### src/hw/rtl/mos6502_eu_pkg.sv
package mos6502_eu_pkg;
  localparam logic [5:0] OP_NOP = 6'd0, OP_ADC = 6'd1, OP_SBC = 6'd2, OP_AND = 6'd3,
    OP_ORA = 6'd4, OP_EOR = 6'd5, OP_CMP = 6'd6, OP_CPX = 6'd7, OP_CPY = 6'd8,
    OP_BIT = 6'd9, OP_LDA = 6'd10, OP_LDX = 6'd11, OP_LDY = 6'd12, OP_LAX = 6'd13,
    OP_TAX = 6'd14, OP_TAY = 6'd15, OP_TXA = 6'd16, OP_TYA = 6'd17, OP_TSX = 6'd18,
    OP_TXS = 6'd19, OP_INX = 6'd20, OP_INY = 6'd21, OP_DEX = 6'd22, OP_DEY = 6'd23,
    OP_ASL_A = 6'd24, OP_LSR_A = 6'd25, OP_ROL_A = 6'd26, OP_ROR_A = 6'd27,
    OP_ASL_M = 6'd28, OP_LSR_M = 6'd29, OP_ROL_M = 6'd30, OP_ROR_M = 6'd31,
    OP_INC_M = 6'd32, OP_DEC_M = 6'd33, OP_CLC = 6'd34, OP_SEC = 6'd35,
    OP_CLI = 6'd36, OP_SEI = 6'd37, OP_CLD = 6'd38, OP_SED = 6'd39, OP_CLV = 6'd40,
    OP_BPL = 6'd41, OP_BMI = 6'd42, OP_BVC = 6'd43, OP_BVS = 6'd44, OP_BCC = 6'd45,
    OP_BCS = 6'd46, OP_BNE = 6'd47, OP_BEQ = 6'd48, OP_JMP = 6'd49, OP_ANC = 6'd50,
    OP_ARR = 6'd51, OP_AXS = 6'd52, OP_ALR = 6'd53, OP_LXA = 6'd54, OP_ANE = 6'd55,
    OP_SLO = 6'd56, OP_SRE = 6'd57, OP_RLA = 6'd58, OP_RRA = 6'd59, OP_DCP = 6'd60,
    OP_ISC = 6'd61;
  localparam int FL_C = 0, FL_Z = 1, FL_I = 2, FL_D = 3, FL_V = 6, FL_N = 7;
endpackage

### src/hw/rtl/mos6502_execute_unit_core.sv
// The result beat is registered and appears in the cycle after the input beat is accepted.
// Throughput: one operation per cycle while results are taken every cycle; the
// register file feedback through the 8-bit adder and flag logic is combinational.
// The architectural registers double as the result register, so a result beat
// that waits stalls the input until it is taken.
// Reset (rst_ni low, asynchronous) clears A, X, Y, SP, P and PC to zero.
module mos6502_execute_unit_core import mos6502_eu_pkg::*; (
  input  logic        clk_i,
  input  logic        rst_ni,
  input  logic        in_valid_i,
  output logic        in_ready_o,
  input  logic [5:0]  mode_i,
  input  logic [7:0]  operand_value_i,
  input  logic [15:0] target_address_i,
  output logic        out_valid_o,
  input  logic        out_ready_i,
  output logic [7:0]  accumulator_out_o,
  output logic [7:0]  index_x_out_o,
  output logic [7:0]  index_y_out_o,
  output logic [7:0]  stack_pointer_out_o,
  output logic [7:0]  status_out_o,
  output logic [15:0] program_counter_out_o,
  output logic [7:0]  write_value_o,
  output logic        write_enable_o,
  output logic [1:0]  extra_cycles_o
);
  logic [7:0] a_q, x_q, y_q, sp_q, p_q;
  logic [15:0] pc_q;
  logic [7:0] a_d, x_d, y_d, sp_d, p_d;
  logic [15:0] pc_d;
  logic [7:0] wv_d, wv_q;
  logic we_d, we_q;
  logic [1:0] ex_d, ex_q;
  logic ov_q;

  logic [7:0] add_m, sum8, cmp_r, cmp_m, sh_in, sh_out;
  logic [8:0] sum9, diff9;
  logic add_en, cmp_en, sh_left, sh_cin, sh_en;
  logic [15:0] br_pc;
  logic c, add_cin;

  assign in_ready_o = !ov_q || out_ready_i;
  assign c = p_q[FL_C];
  // RRA adds with the carry that its rotate shifted out
  assign add_cin = (mode_i == OP_RRA) ? operand_value_i[0] : c;

  always_comb begin
    add_en = 1'b0; add_m = operand_value_i;
    cmp_en = 1'b0; cmp_r = a_q; cmp_m = operand_value_i;
    sh_en = 1'b0; sh_left = 1'b0; sh_cin = 1'b0; sh_in = operand_value_i;
    unique case (mode_i)
      OP_ADC: add_en = 1'b1;
      OP_SBC: begin add_en = 1'b1; add_m = ~operand_value_i; end
      OP_CMP: cmp_en = 1'b1;
      OP_CPX: begin cmp_en = 1'b1; cmp_r = x_q; end
      OP_CPY: begin cmp_en = 1'b1; cmp_r = y_q; end
      OP_ASL_A: begin sh_en = 1'b1; sh_left = 1'b1; sh_in = a_q; end
      OP_LSR_A: begin sh_en = 1'b1; sh_in = a_q; end
      OP_ROL_A: begin sh_en = 1'b1; sh_left = 1'b1; sh_cin = c; sh_in = a_q; end
      OP_ROR_A: begin sh_en = 1'b1; sh_cin = c; sh_in = a_q; end
      OP_ASL_M, OP_SLO: begin sh_en = 1'b1; sh_left = 1'b1; end
      OP_LSR_M, OP_SRE: sh_en = 1'b1;
      OP_ROL_M, OP_RLA: begin sh_en = 1'b1; sh_left = 1'b1; sh_cin = c; end
      OP_ROR_M, OP_RRA: begin sh_en = 1'b1; sh_cin = c; end
      OP_ALR: begin sh_en = 1'b1; sh_in = a_q & operand_value_i; end
      OP_DCP: begin cmp_en = 1'b1; cmp_m = operand_value_i - 8'd1; end
      OP_ISC: begin add_en = 1'b1; add_m = ~(operand_value_i + 8'd1); end
      OP_AXS: begin cmp_r = a_q & x_q; end
      default: ;
    endcase
  end

  // shared datapath: one 8-bit ALU adder, one comparator, one shifter (inc/dec and branch target have their own adders)
  assign sum9  = {1'b0, a_q} + {1'b0, (mode_i == OP_RRA) ? sh_out : add_m} + {8'd0, add_cin};
  assign sum8  = sum9[7:0];
  assign diff9 = {1'b0, cmp_r} - {1'b0, cmp_m};
  assign sh_out = sh_left ? {sh_in[6:0], sh_cin} : {sh_cin, sh_in[7:1]};
  assign br_pc = pc_q + {{8{operand_value_i[7]}}, operand_value_i};

  always_comb begin
    logic [7:0] am, addm_eff, r;
    logic [7:0] a_n, x_n, y_n, sp_n, p_n, wv_n;
    logic [15:0] pc_n;
    logic we_n, tk;
    logic [1:0] ex_n;
    am = a_q & operand_value_i;
    addm_eff = (mode_i == OP_RRA) ? sh_out : add_m;
    r = {c, am[7:1]};
    a_n = a_q; x_n = x_q; y_n = y_q; sp_n = sp_q; p_n = p_q; pc_n = pc_q;
    wv_n = 8'h00; we_n = 1'b0; ex_n = 2'd0; tk = 1'b0;
    if (sh_en) p_n[FL_C] = sh_left ? sh_in[7] : sh_in[0];
    if (cmp_en) begin
      p_n[FL_C] = !diff9[8]; p_n[FL_Z] = (diff9[7:0] == 8'h00); p_n[FL_N] = diff9[7];
    end
    if (add_en || mode_i == OP_RRA) begin
      p_n[FL_C] = sum9[8];
      p_n[FL_V] = (~(a_q[7] ^ addm_eff[7])) & (a_q[7] ^ sum8[7]);
    end
    unique case (mode_i)
      OP_ADC, OP_SBC, OP_ISC, OP_RRA: a_n = sum8;
      OP_AND, OP_ANC: a_n = am;
      OP_ORA: a_n = a_q | operand_value_i;
      OP_EOR: a_n = a_q ^ operand_value_i;
      OP_BIT: begin
        p_n[FL_Z] = (am == 8'h00); p_n[FL_V] = operand_value_i[6];
        p_n[FL_N] = operand_value_i[7];
      end
      OP_LDA: a_n = operand_value_i;
      OP_LDX: x_n = operand_value_i;
      OP_LDY: y_n = operand_value_i;
      OP_LAX: begin a_n = operand_value_i; x_n = operand_value_i; end
      OP_TAX: x_n = a_q;
      OP_TAY: y_n = a_q;
      OP_TXA: a_n = x_q;
      OP_TYA: a_n = y_q;
      OP_TSX: x_n = sp_q;
      OP_TXS: sp_n = x_q;
      OP_INX: x_n = x_q + 8'd1;
      OP_INY: y_n = y_q + 8'd1;
      OP_DEX: x_n = x_q - 8'd1;
      OP_DEY: y_n = y_q - 8'd1;
      OP_ASL_A, OP_LSR_A, OP_ROL_A, OP_ROR_A, OP_ALR: a_n = sh_out;
      OP_ASL_M, OP_LSR_M, OP_ROL_M, OP_ROR_M: begin wv_n = sh_out; we_n = 1'b1; end
      OP_INC_M: begin wv_n = operand_value_i + 8'd1; we_n = 1'b1; end
      OP_DEC_M: begin wv_n = operand_value_i - 8'd1; we_n = 1'b1; end
      OP_CLC: p_n[FL_C] = 1'b0;
      OP_SEC: p_n[FL_C] = 1'b1;
      OP_CLI: p_n[FL_I] = 1'b0;
      OP_SEI: p_n[FL_I] = 1'b1;
      OP_CLD: p_n[FL_D] = 1'b0;
      OP_SED: p_n[FL_D] = 1'b1;
      OP_CLV: p_n[FL_V] = 1'b0;
      OP_BPL: tk = !p_q[FL_N];
      OP_BMI: tk = p_q[FL_N];
      OP_BVC: tk = !p_q[FL_V];
      OP_BVS: tk = p_q[FL_V];
      OP_BCC: tk = !p_q[FL_C];
      OP_BCS: tk = p_q[FL_C];
      OP_BNE: tk = !p_q[FL_Z];
      OP_BEQ: tk = p_q[FL_Z];
      OP_JMP: pc_n = target_address_i;
      OP_ARR: a_n = r;
      OP_AXS: x_n = diff9[7:0];
      OP_LXA: begin a_n = am; x_n = am; end
      OP_ANE: a_n = am & x_q;
      OP_SLO: begin wv_n = sh_out; we_n = 1'b1; a_n = a_q | sh_out; end
      OP_SRE: begin wv_n = sh_out; we_n = 1'b1; a_n = a_q ^ sh_out; end
      OP_RLA: begin wv_n = sh_out; we_n = 1'b1; a_n = a_q & sh_out; end
      OP_DCP: begin wv_n = cmp_m; we_n = 1'b1; end
      default: ;
    endcase
    if (mode_i == OP_ISC) begin wv_n = operand_value_i + 8'd1; we_n = 1'b1; end
    if (mode_i == OP_RRA) begin wv_n = sh_out; we_n = 1'b1; end
    // set N/Z from whichever register or memory write value the op produced
    priority case (mode_i)
      OP_LDX, OP_LAX, OP_TAX, OP_TSX, OP_INX, OP_DEX, OP_AXS, OP_LXA: begin
        p_n[FL_Z] = (x_n == 8'h00); p_n[FL_N] = x_n[7];
      end
      OP_LDY, OP_TAY, OP_INY, OP_DEY: begin
        p_n[FL_Z] = (y_n == 8'h00); p_n[FL_N] = y_n[7];
      end
      OP_ASL_M, OP_LSR_M, OP_ROL_M, OP_ROR_M, OP_INC_M, OP_DEC_M: begin
        p_n[FL_Z] = (wv_n == 8'h00); p_n[FL_N] = wv_n[7];
      end
      OP_ADC, OP_SBC, OP_ISC, OP_RRA, OP_AND, OP_ORA, OP_EOR, OP_LDA, OP_TXA, OP_TYA,
      OP_ASL_A, OP_LSR_A, OP_ROL_A, OP_ROR_A, OP_ALR, OP_ANC, OP_ARR, OP_ANE,
      OP_SLO, OP_SRE, OP_RLA: begin
        p_n[FL_Z] = (a_n == 8'h00); p_n[FL_N] = a_n[7];
      end
      default: ;
    endcase
    if (mode_i == OP_ANC) p_n[FL_C] = am[7];
    if (mode_i == OP_ARR) begin p_n[FL_C] = r[6]; p_n[FL_V] = r[6] ^ r[5]; end
    if (mode_i == OP_AXS) p_n[FL_C] = !diff9[8];
    if (tk) begin
      pc_n = br_pc;
      ex_n = (br_pc[15:8] != pc_q[15:8]) ? 2'd2 : 2'd1;
    end
    a_d = a_n; x_d = x_n; y_d = y_n; sp_d = sp_n; p_d = p_n; pc_d = pc_n;
    wv_d = wv_n; we_d = we_n; ex_d = ex_n;
  end

  always_ff @(posedge clk_i or negedge rst_ni) begin
    if (!rst_ni) begin
      a_q <= 8'h00; x_q <= 8'h00; y_q <= 8'h00; sp_q <= 8'h00; p_q <= 8'h00;
      pc_q <= 16'h0000; ov_q <= 1'b0;
    end else begin
      if (in_valid_i && in_ready_o) begin
        a_q <= a_d; x_q <= x_d; y_q <= y_d; sp_q <= sp_d; p_q <= p_d; pc_q <= pc_d;
        ov_q <= 1'b1;
      end else if (out_ready_i) begin
        ov_q <= 1'b0;
      end
    end
  end

  always_ff @(posedge clk_i) begin
    if (in_valid_i && in_ready_o) begin
      wv_q <= wv_d; we_q <= we_d; ex_q <= ex_d;
    end
  end

  assign out_valid_o = ov_q;
  assign accumulator_out_o = a_q;
  assign index_x_out_o = x_q;
  assign index_y_out_o = y_q;
  assign stack_pointer_out_o = sp_q;
  assign status_out_o = p_q;
  assign program_counter_out_o = pc_q;
  assign write_value_o = wv_q;
  assign write_enable_o = we_q;
  assign extra_cycles_o = ex_q;
endmodule
### config.mk
export PLATFORM = sky130hd
export DESIGN_NAME = mos6502_execute_unit_core
export DESIGN_NICKNAME = d
export VERILOG_FILES = /design/src/hw/rtl/mos6502_eu_pkg.sv /design/src/hw/rtl/mos6502_execute_unit_core.sv
export SDC_FILE = /design/constraint.sdc
export NUM_CORES = 1
export LEC_CHECK = 0
export ABC_AREA = 1
export BUFFER_PORTS_ARGS = -buffer_cell sky130_fd_sc_hd__buf_2
export CAP_MARGIN = 20
export CELL_PAD_IN_SITES_DETAIL_PLACEMENT = 1
export CELL_PAD_IN_SITES_GLOBAL_PLACEMENT = 2
export CORE_MARGIN = 4
export CORE_UTILIZATION = 34
export CTS_CLUSTER_SIZE = 20
export DETAILED_ROUTE_END_ITERATION = 8
export PLACE_DENSITY_LB_ADDON = 0.1
export SETUP_SLACK_MARGIN = 0.02
export SYNTH_ARGS = -nofsm -noshare
export SYNTH_HDL_FRONTEND = slang
export SYNTH_SLANG_ARGS = --single-unit
export TNS_END_PERCENT = 50
### constraint.sdc
create_clock -name clk_i -period 6.4 [get_ports clk_i]
set_input_delay 0.32 -clock clk_i [delete_from_list [all_inputs] [get_ports clk_i]]
set_output_delay 0.32 -clock clk_i [all_outputs]
set_load 0.02 [all_outputs]
=== Yosys cells after proc, flatten, opt, wreduce, memory -nomap -nowiden ===
Cells that the tools add are included.

* Multiplexer cells: 43
* $add $sub $neg: 10
* Bitwise operators: 15
* Reduce and logical (&&, ||, !) cells: 47
* Equal/unequal tests: 62

{| class="wikitable"
|+ Operators by type and width
! operator !! count
|-
| $eq A6 B6 Y1 const B || 30
|-
| $pmux W8 S13 || 1
|-
| $eq A6 B5 Y1 const B || 16
|-
| $pmux W8 S4 || 2
|-
| $pmux W8 S7 || 1
|-
| $eq A6 B4 Y1 const B || 8
|-
| $logic_not A8 Y1 || 6
|-
| $mux W8 || 5
|-
| $and A8 B8 Y8 || 4
|-
| $mux W16 || 2
|-
| $pmux W8 S2 || 2
|-
| $add A8 B1 Y8 const B || 3
|-
| $eq A6 B3 Y1 const B || 4
|-
| $pmux W8 S3 || 1
|-
| $sub A8 B1 Y8 const B || 3
|-
| $reduce_or A21 Y1 || 1
|-
| $mux W1 || 20
|-
| $reduce_or A6 Y1 || 3
|-
| $add A16 B16 Y16 || 1
|-
| $not A8 Y8 || 2
|-
| $or A8 B8 Y8 || 2
|-
| $reduce_or A4 Y1 || 4
|-
| $xor A8 B8 Y8 || 2
|-
| $reduce_and A2 Y1 || 7
|-
| 27 further kinds || 47
|}

* Output and inout port bits: 69
* Logic and storage cells: 191
* Register bits after elaboration: 66
* Bits of input ports: 34

=== Depth between registers and ports, before layout ===
* Word-level depth: 12
* Mapped depth: 33
* Gate-level depth less buffers: 31

=== Worst setup path before layout ===
No wires, ideal clock.

* Path type: in2reg
* From: in mode_i[4]
* To: reg p_q[1] (netlist: status_out_o[1])
* Setup time: 0.065 ns
* Arrival: 3.320 ns
* Path buffers: 2
* Data required time: 6.335 ns
* Cell stages on the path: 29
* Path slack: 3.015 ns
* Cells stage by stage: buf_4 nor2_1 buf_2 inv_1 nor2_1 inv_1 nand2_1 nor2_1 inv_1 o21ai_0 a21oi_1 ha_1 inv_1 fa_1 nand3_1 nand3b_1 nand2_1 inv_1 nand2_1 nand4_1 o21ai_0 nand2_1 nor2_1 nand3_1 nand2_1 nor2_1 nand3_1 nand2_1 nand2_1

* Longest elaborated chain between the ends: 10
* Elaborated cells between the ends (all ways): 90
* Classes of those cells: add/sub (3); eq/ne (44); mux (19); bitwise (3); reduce/logical (21)

{| class="wikitable"
|+ RTL lines
! what !! line !! source
|-
| start, declared || mos6502_execute_unit_core.sv:12 || <nowiki>input logic [5:0] mode_i,</nowiki>
|-
| $eq A6 B5 Y1, or another cell as far along || mos6502_execute_unit_core.sv:51, mos6502_execute_unit_core.sv:99, mos6502_execute_unit_core.sv:155 ||
|-
| $reduce_or A4 Y1 (no line) or $reduce_or A6 Y1 (tied branches) || -- ||
|-
| $pmux W8 S2 or $mux W1 (tied branches) || mos6502_execute_unit_core.sv:51 || <nowiki>unique case (mode_i)</nowiki>
|-
| $mux W8 || mos6502_execute_unit_core.sv:77 || <nowiki>assign sh_out = sh_left ? {sh_in[6:0], sh_cin} : {sh_cin, sh_in[7:1]};</nowiki>
|-
| $mux W8 || mos6502_execute_unit_core.sv:74 || <nowiki>assign sum9 = {1'b0, a_q} + {1'b0, (mode_i == OP_RRA) ? sh_out : add_m} + {8'd0, add_cin};</nowiki>
|-
| $add A8 B8 Y9 || mos6502_execute_unit_core.sv:74 ||
|-
| $add A9 B1 Y9 || mos6502_execute_unit_core.sv:74 ||
|-
| $pmux W8 S13 || mos6502_execute_unit_core.sv:99 || <nowiki>unique case (mode_i)</nowiki>
|-
| $logic_not A8 Y1 || mos6502_execute_unit_core.sv:168 || <nowiki>p_n[FL_Z] = (a_n == 8'h00); p_n[FL_N] = a_n[7];</nowiki>
|-
| $pmux W1 S4 || mos6502_execute_unit_core.sv:155 || <nowiki>priority case (mode_i)</nowiki>
|-
| end signal, assigned || mos6502_execute_unit_core.sv:185 || <nowiki>a_q <= 8'h00; x_q <= 8'h00; y_q <= 8'h00; sp_q <= 8'h00; p_q <= 8'h00;</nowiki>
|-
| end signal, assigned || mos6502_execute_unit_core.sv:189 || <nowiki>a_q <= a_d; x_q <= x_d; y_q <= y_d; sp_q <= sp_d; p_q <= p_d; pc_q <= pc_d;</nowiki>
|-
| end, declared || mos6502_execute_unit_core.sv:27 || <nowiki>logic [7:0] a_q, x_q, y_q, sp_q, p_q;</nowiki>
|}

Several ways; a longest one is shown, not always the timed one. The select of a mux whose other input is x is not followed.
A chain may end at the register's enable or synchronous reset.

=== Worst setup path in the final report ===
* From: in mode_i[4]
* To: reg p_q[0] (netlist: status_out_o[0])

* Longest elaborated chain between the ends: 12
* Elaborated cells between the ends (all ways): 58
* Classes of those cells: add/sub (3); eq/ne (25); mux (20); reduce/logical (10)

{| class="wikitable"
|+ RTL lines
! what !! line !! source
|-
| $eq A6 B5 Y1, or another cell as far along || mos6502_execute_unit_core.sv:51 ||
|-
| $reduce_or A4 Y1 (no line) or $reduce_or A6 Y1 (tied branches) || -- ||
|-
| $pmux W8 S2 or $mux W1 (tied branches) || mos6502_execute_unit_core.sv:51 ||
|-
| $mux W8 || mos6502_execute_unit_core.sv:77 ||
|-
| $mux W8 || mos6502_execute_unit_core.sv:74 ||
|-
| $add A8 B8 Y9 || mos6502_execute_unit_core.sv:74 ||
|-
| $add A9 B1 Y9 || mos6502_execute_unit_core.sv:74 ||
|-
| $mux W1 || mos6502_execute_unit_core.sv:95 || <nowiki>if (add_en || mode_i == OP_RRA) begin</nowiki>
|-
| $pmux W1 S2 || mos6502_execute_unit_core.sv:99 ||
|-
| $mux W1 || mos6502_execute_unit_core.sv:172 || <nowiki>if (mode_i == OP_ANC) p_n[FL_C] = am[7];</nowiki>
|-
| $mux W1 || mos6502_execute_unit_core.sv:173 || <nowiki>if (mode_i == OP_ARR) begin p_n[FL_C] = r[6]; p_n[FL_V] = r[6] ^ r[5]; end</nowiki>
|-
| $mux W1 || mos6502_execute_unit_core.sv:174 || <nowiki>if (mode_i == OP_AXS) p_n[FL_C] = !diff9[8];</nowiki>
|}

Several ways; a longest one is shown, not always the timed one. The select of a mux whose other input is x is not followed.

==> metrics.md <==
| Metric | Value |
|---|---|
| Status | `completed` |
| Sequential Area | `1710 sq um` |
| Die width | `164 um` |
| Synthesized cell area | `8310 sq um` |
| # port buffers | `100` |
| Critical Path Fanout Max | `11` |
| Filler instances | `3237` |
| Max Clk Rate | `around 230 MHz` |
| Setup violators final | `0` |
| Post_cts resized | `0` |
| Root Driver | `clkbuf_16` |
| Worst R2R Path Depth | `27` |
| Final period util | `between 60 and 70%` |
| Largest cells by area after synthesis | `nand2_1 (20%), dfrtp_1 (17%), nand3_1 (7.2%), ha_1 (6.9%), o21ai_0 (6.8%)` |
| Setup tns final | `0 ns` |
| Layout Skew | `~0.0075 ns` |
| RSZ-0062 raised after global routing | `false` |
| Hold Buf Count CTS | `0` |
| Leakage | `4.95 nW` |
| Final Slew Violations | `0` |
| Peak supply drop | `0.000170 V` |
| Worst-Skew Late Latency | `approximately 0.35 ns` |
| FFs w/ async S/R, synth | `between 80% and 90%` |
| Slowest stage cell, crit path | `inv_1` |
| Worst hold slack | `around 0.15 ns` |
| Top delay family on crit path | `simple AND/OR/NAND/NOR gates` |
| Reg clk slew, reported paths | `0.07 ns` |
| Max incr delay on CP | `about 0.5 ns` |
| Post-synth EDFFs | `11` |
| Crit. End Element | `register` |
| Tot Pwr | `roughly 0.003 W` |
| Die height | `164 um` |
| Synth top area share | `20.0%` |
| Post-Place Cells | `1782` |
| Ys Warns | `0` |
| Count leader, synth | `nand2_1` |
| HPWL after detailed placement | `around 32000 um` |
| Max transition margin | `a little under a third` |
| Worst path cell trace | `buf_2 > nand2_2 > inv_1 > nand3_1 > inv_1 > nor2_1 > inv_1 > o21ai_0 > a21oi_1 > ha_1 > inv_1 > fa_1 > nand4_1 > nand3_1 > nand2_1 > nand2_1 > a21oi_1 > nor2_1 > nor3_1 > o22ai_1 > a21oi_1 > o21ai_0` |
| Vias | `~10000` |
| Layout cells sized above 1 | `between 10% and 20%` |
| Power per cell area | `roughly 310 nW/um^2` |
| Starting DRT DRC Count | `834` |
| # diodes | `0` |
| I/O pin cnt | `about 100` |
| Levels on crit path | `22` |
| Synth top cells by count | `nand2_1 (442), inv_1 (146), nor2_1 (143)` |
| Sequential fraction of the synthesis area | `20.5%` |
| WP data required | `6.63 ns` |
| Crit-path most repeated cell | `inv_1` |
| Antenna Nets Post-Route | `0` |
| CP arrival | `between 4 and 5 ns` |
| Routed Wire Length | `approximately 41000 um` |
| Row count | `56` |
| Hold Path Class | `input port to asynchronous set/reset pin` |
| CP startpoint kind | `input port` |
| Fin nets | `1560` |
| Core area | `~24000 sq um` |
| Least-Margin Pin Slew | `1.03 ns` |
| Yosys reg bits | `66` |
| Largest net degree at the start of global routing | `56` |
| Routed WL per cell | `between 20 and 25 um` |
| Syn Area/Cell | `roughly 6 sq um` |
| Area of the multi-input gates | `approximately 5800 sq um` |
| Longest Clk Path Bufs | `2` |
| DRC viols | `0` |
| Non-filler cells, final | `1798` |
| Crit path buf inv count | `5` |
| Final Critical Period | `between 4 and 5 ns` |
| Grt ovf | `0` |
| H-tree depth | `3` |
| Starting Density | `35.0%` |
| Vias in the first global route | `~10000` |
| Tot GR Track Use | `between 30 and 40%` |
| Cts bufs inserted | `9` |
| Max Cap Viol | `0` |
| Most used DFF post-synth | `dfrtp_1` |
| Crit Path Class | `input port to register` |
| GPL Wtd Cong | `roughly 0.99` |
| Postcts setup bufs | `0` |
| Syn Inst Count | `between 1000 and 1500` |
| Final hold viol count | `0` |
| Initial antenna violation count | `0` |
| Sink Count | `66` |
| Vias per cell | `between 5 and 6` |
| Area growth syn-to-layout | `13.6%` |
| Total Die Area | `27000 sq um` |
| Post-synth cell types | `57` |
| Synth area leader | `nand2_1` |
| CTS tree | `done` |
| Drt first pass iters | `5` |
| First-pass GRT wire length | `between 60000 and 70000 um` |
[metal layers]
metal / routed length [um] / share of wire, % / global-route usage [%] / vias to the layer above
li1: - / - / - / 4773
met1: 18600 / 46 / 42.3 / 4831
met2: 17700 / 43 / 47.0 / 352
met3: 2640 / 6.5 / 5.19 / 86
met4: 1780 / 4.4 / 11.9 / 0
met5: 0 / 0 / 0 / -
[report_power, final]
group          total, W  switching, W  internal, W
logic           0.00164       0.00110     0.000543
clock network  0.000585      0.000235     0.000350
registers      0.000735      0.000189     0.000545
total           0.00296       0.00152      0.00144
[cells in the final DEF (no fill, tap or decap), types with 8 or more instances in the layout]
master	count
a21oi_1	61
a22oi_1	9
a31oi_1	10
buf_2	100
buf_4	8
clkbuf_16	10
dfrtp_1	55
edfxtp_1	11
ha_1	46
inv_1	146
inv_2	12
nand2_1	442
nand2_2	8
nand3_1	119
nand4_1	23
nor2_1	143
nor3_1	14
o211ai_1	14
o21ai_0	113
o22ai_1	13
or2_2	8
xnor2_1	9
xor2_1	24
[path summary, 6_finish.rpt]
check	start	to	slack, ns
max in group asynchronous	rst_ni	program_counter_out_o[4]	5.71
hold reg to reg	status_out_o[2]	status_out_o[2]	0.50
hold / removal	rst_ni	stack_pointer_out_o[0]	0.15
setup / recovery	mode_i[4]	status_out_o[0]	2.13
setup reg to reg	accumulator_out_o[1]	status_out_o[1]	2.53
min in group clk_i	target_address_i[15]	program_counter_out_o[15]	0.23
[stage by stage]
stage	cell area [sq um]	setup WS, ns	utilization, %
after floorplan	8310	3.01	-
after global placement	9100	1.93	38.3
after detailed placement	9100	1.92	38.3
after CTS	9430	2.28	39.7
after global routing	9430	1.76	39.7
final	9430	2.13	39.7
[area by class of cell]
type	instances	share of cell area (%)
clock buffer	12	2.94
inverter	160	6.37
sequential	66	18.1
clock inverter	4	0.584
timing repair buffer	108	5.94
multi-input combinational	1129	61.8
tap	319	4.23
[logic make-up (layout without fill, tap and decap cells)]
family / Yosys count / after routing / synth area share (%)
AO/OA/AOI/OAI: 256 / 256 / 17.9
XOR/XNOR: 33 / 33 / 3.48
adder cells (fa/ha/maj): 52 / 52 / 8.38
AND/OR/NAND/NOR: 786 / 786 / 40.4
other: 1 / 2 / 0.0452
buffers and inverters: 195 / 284 / 9.25
flip-flops: 66 / 66 / 20.5
[state kept, by name, indices dropped and copies added (netlist names)]
| register | count |
|---|---|
| program_counter_out_o | 16 |
| accumulator_out_o | 8 |
| index_x_out_o | 8 |
| index_y_out_o | 8 |
| stack_pointer_out_o | 8 |
| write_value_o | 8 |
| status_out_o | 6 |
| extra_cycles_o | 2 |
| out_valid_o | 1 |
| write_enable_o | 1 |
Note: power is estimated with default switching activity, not from simulation.
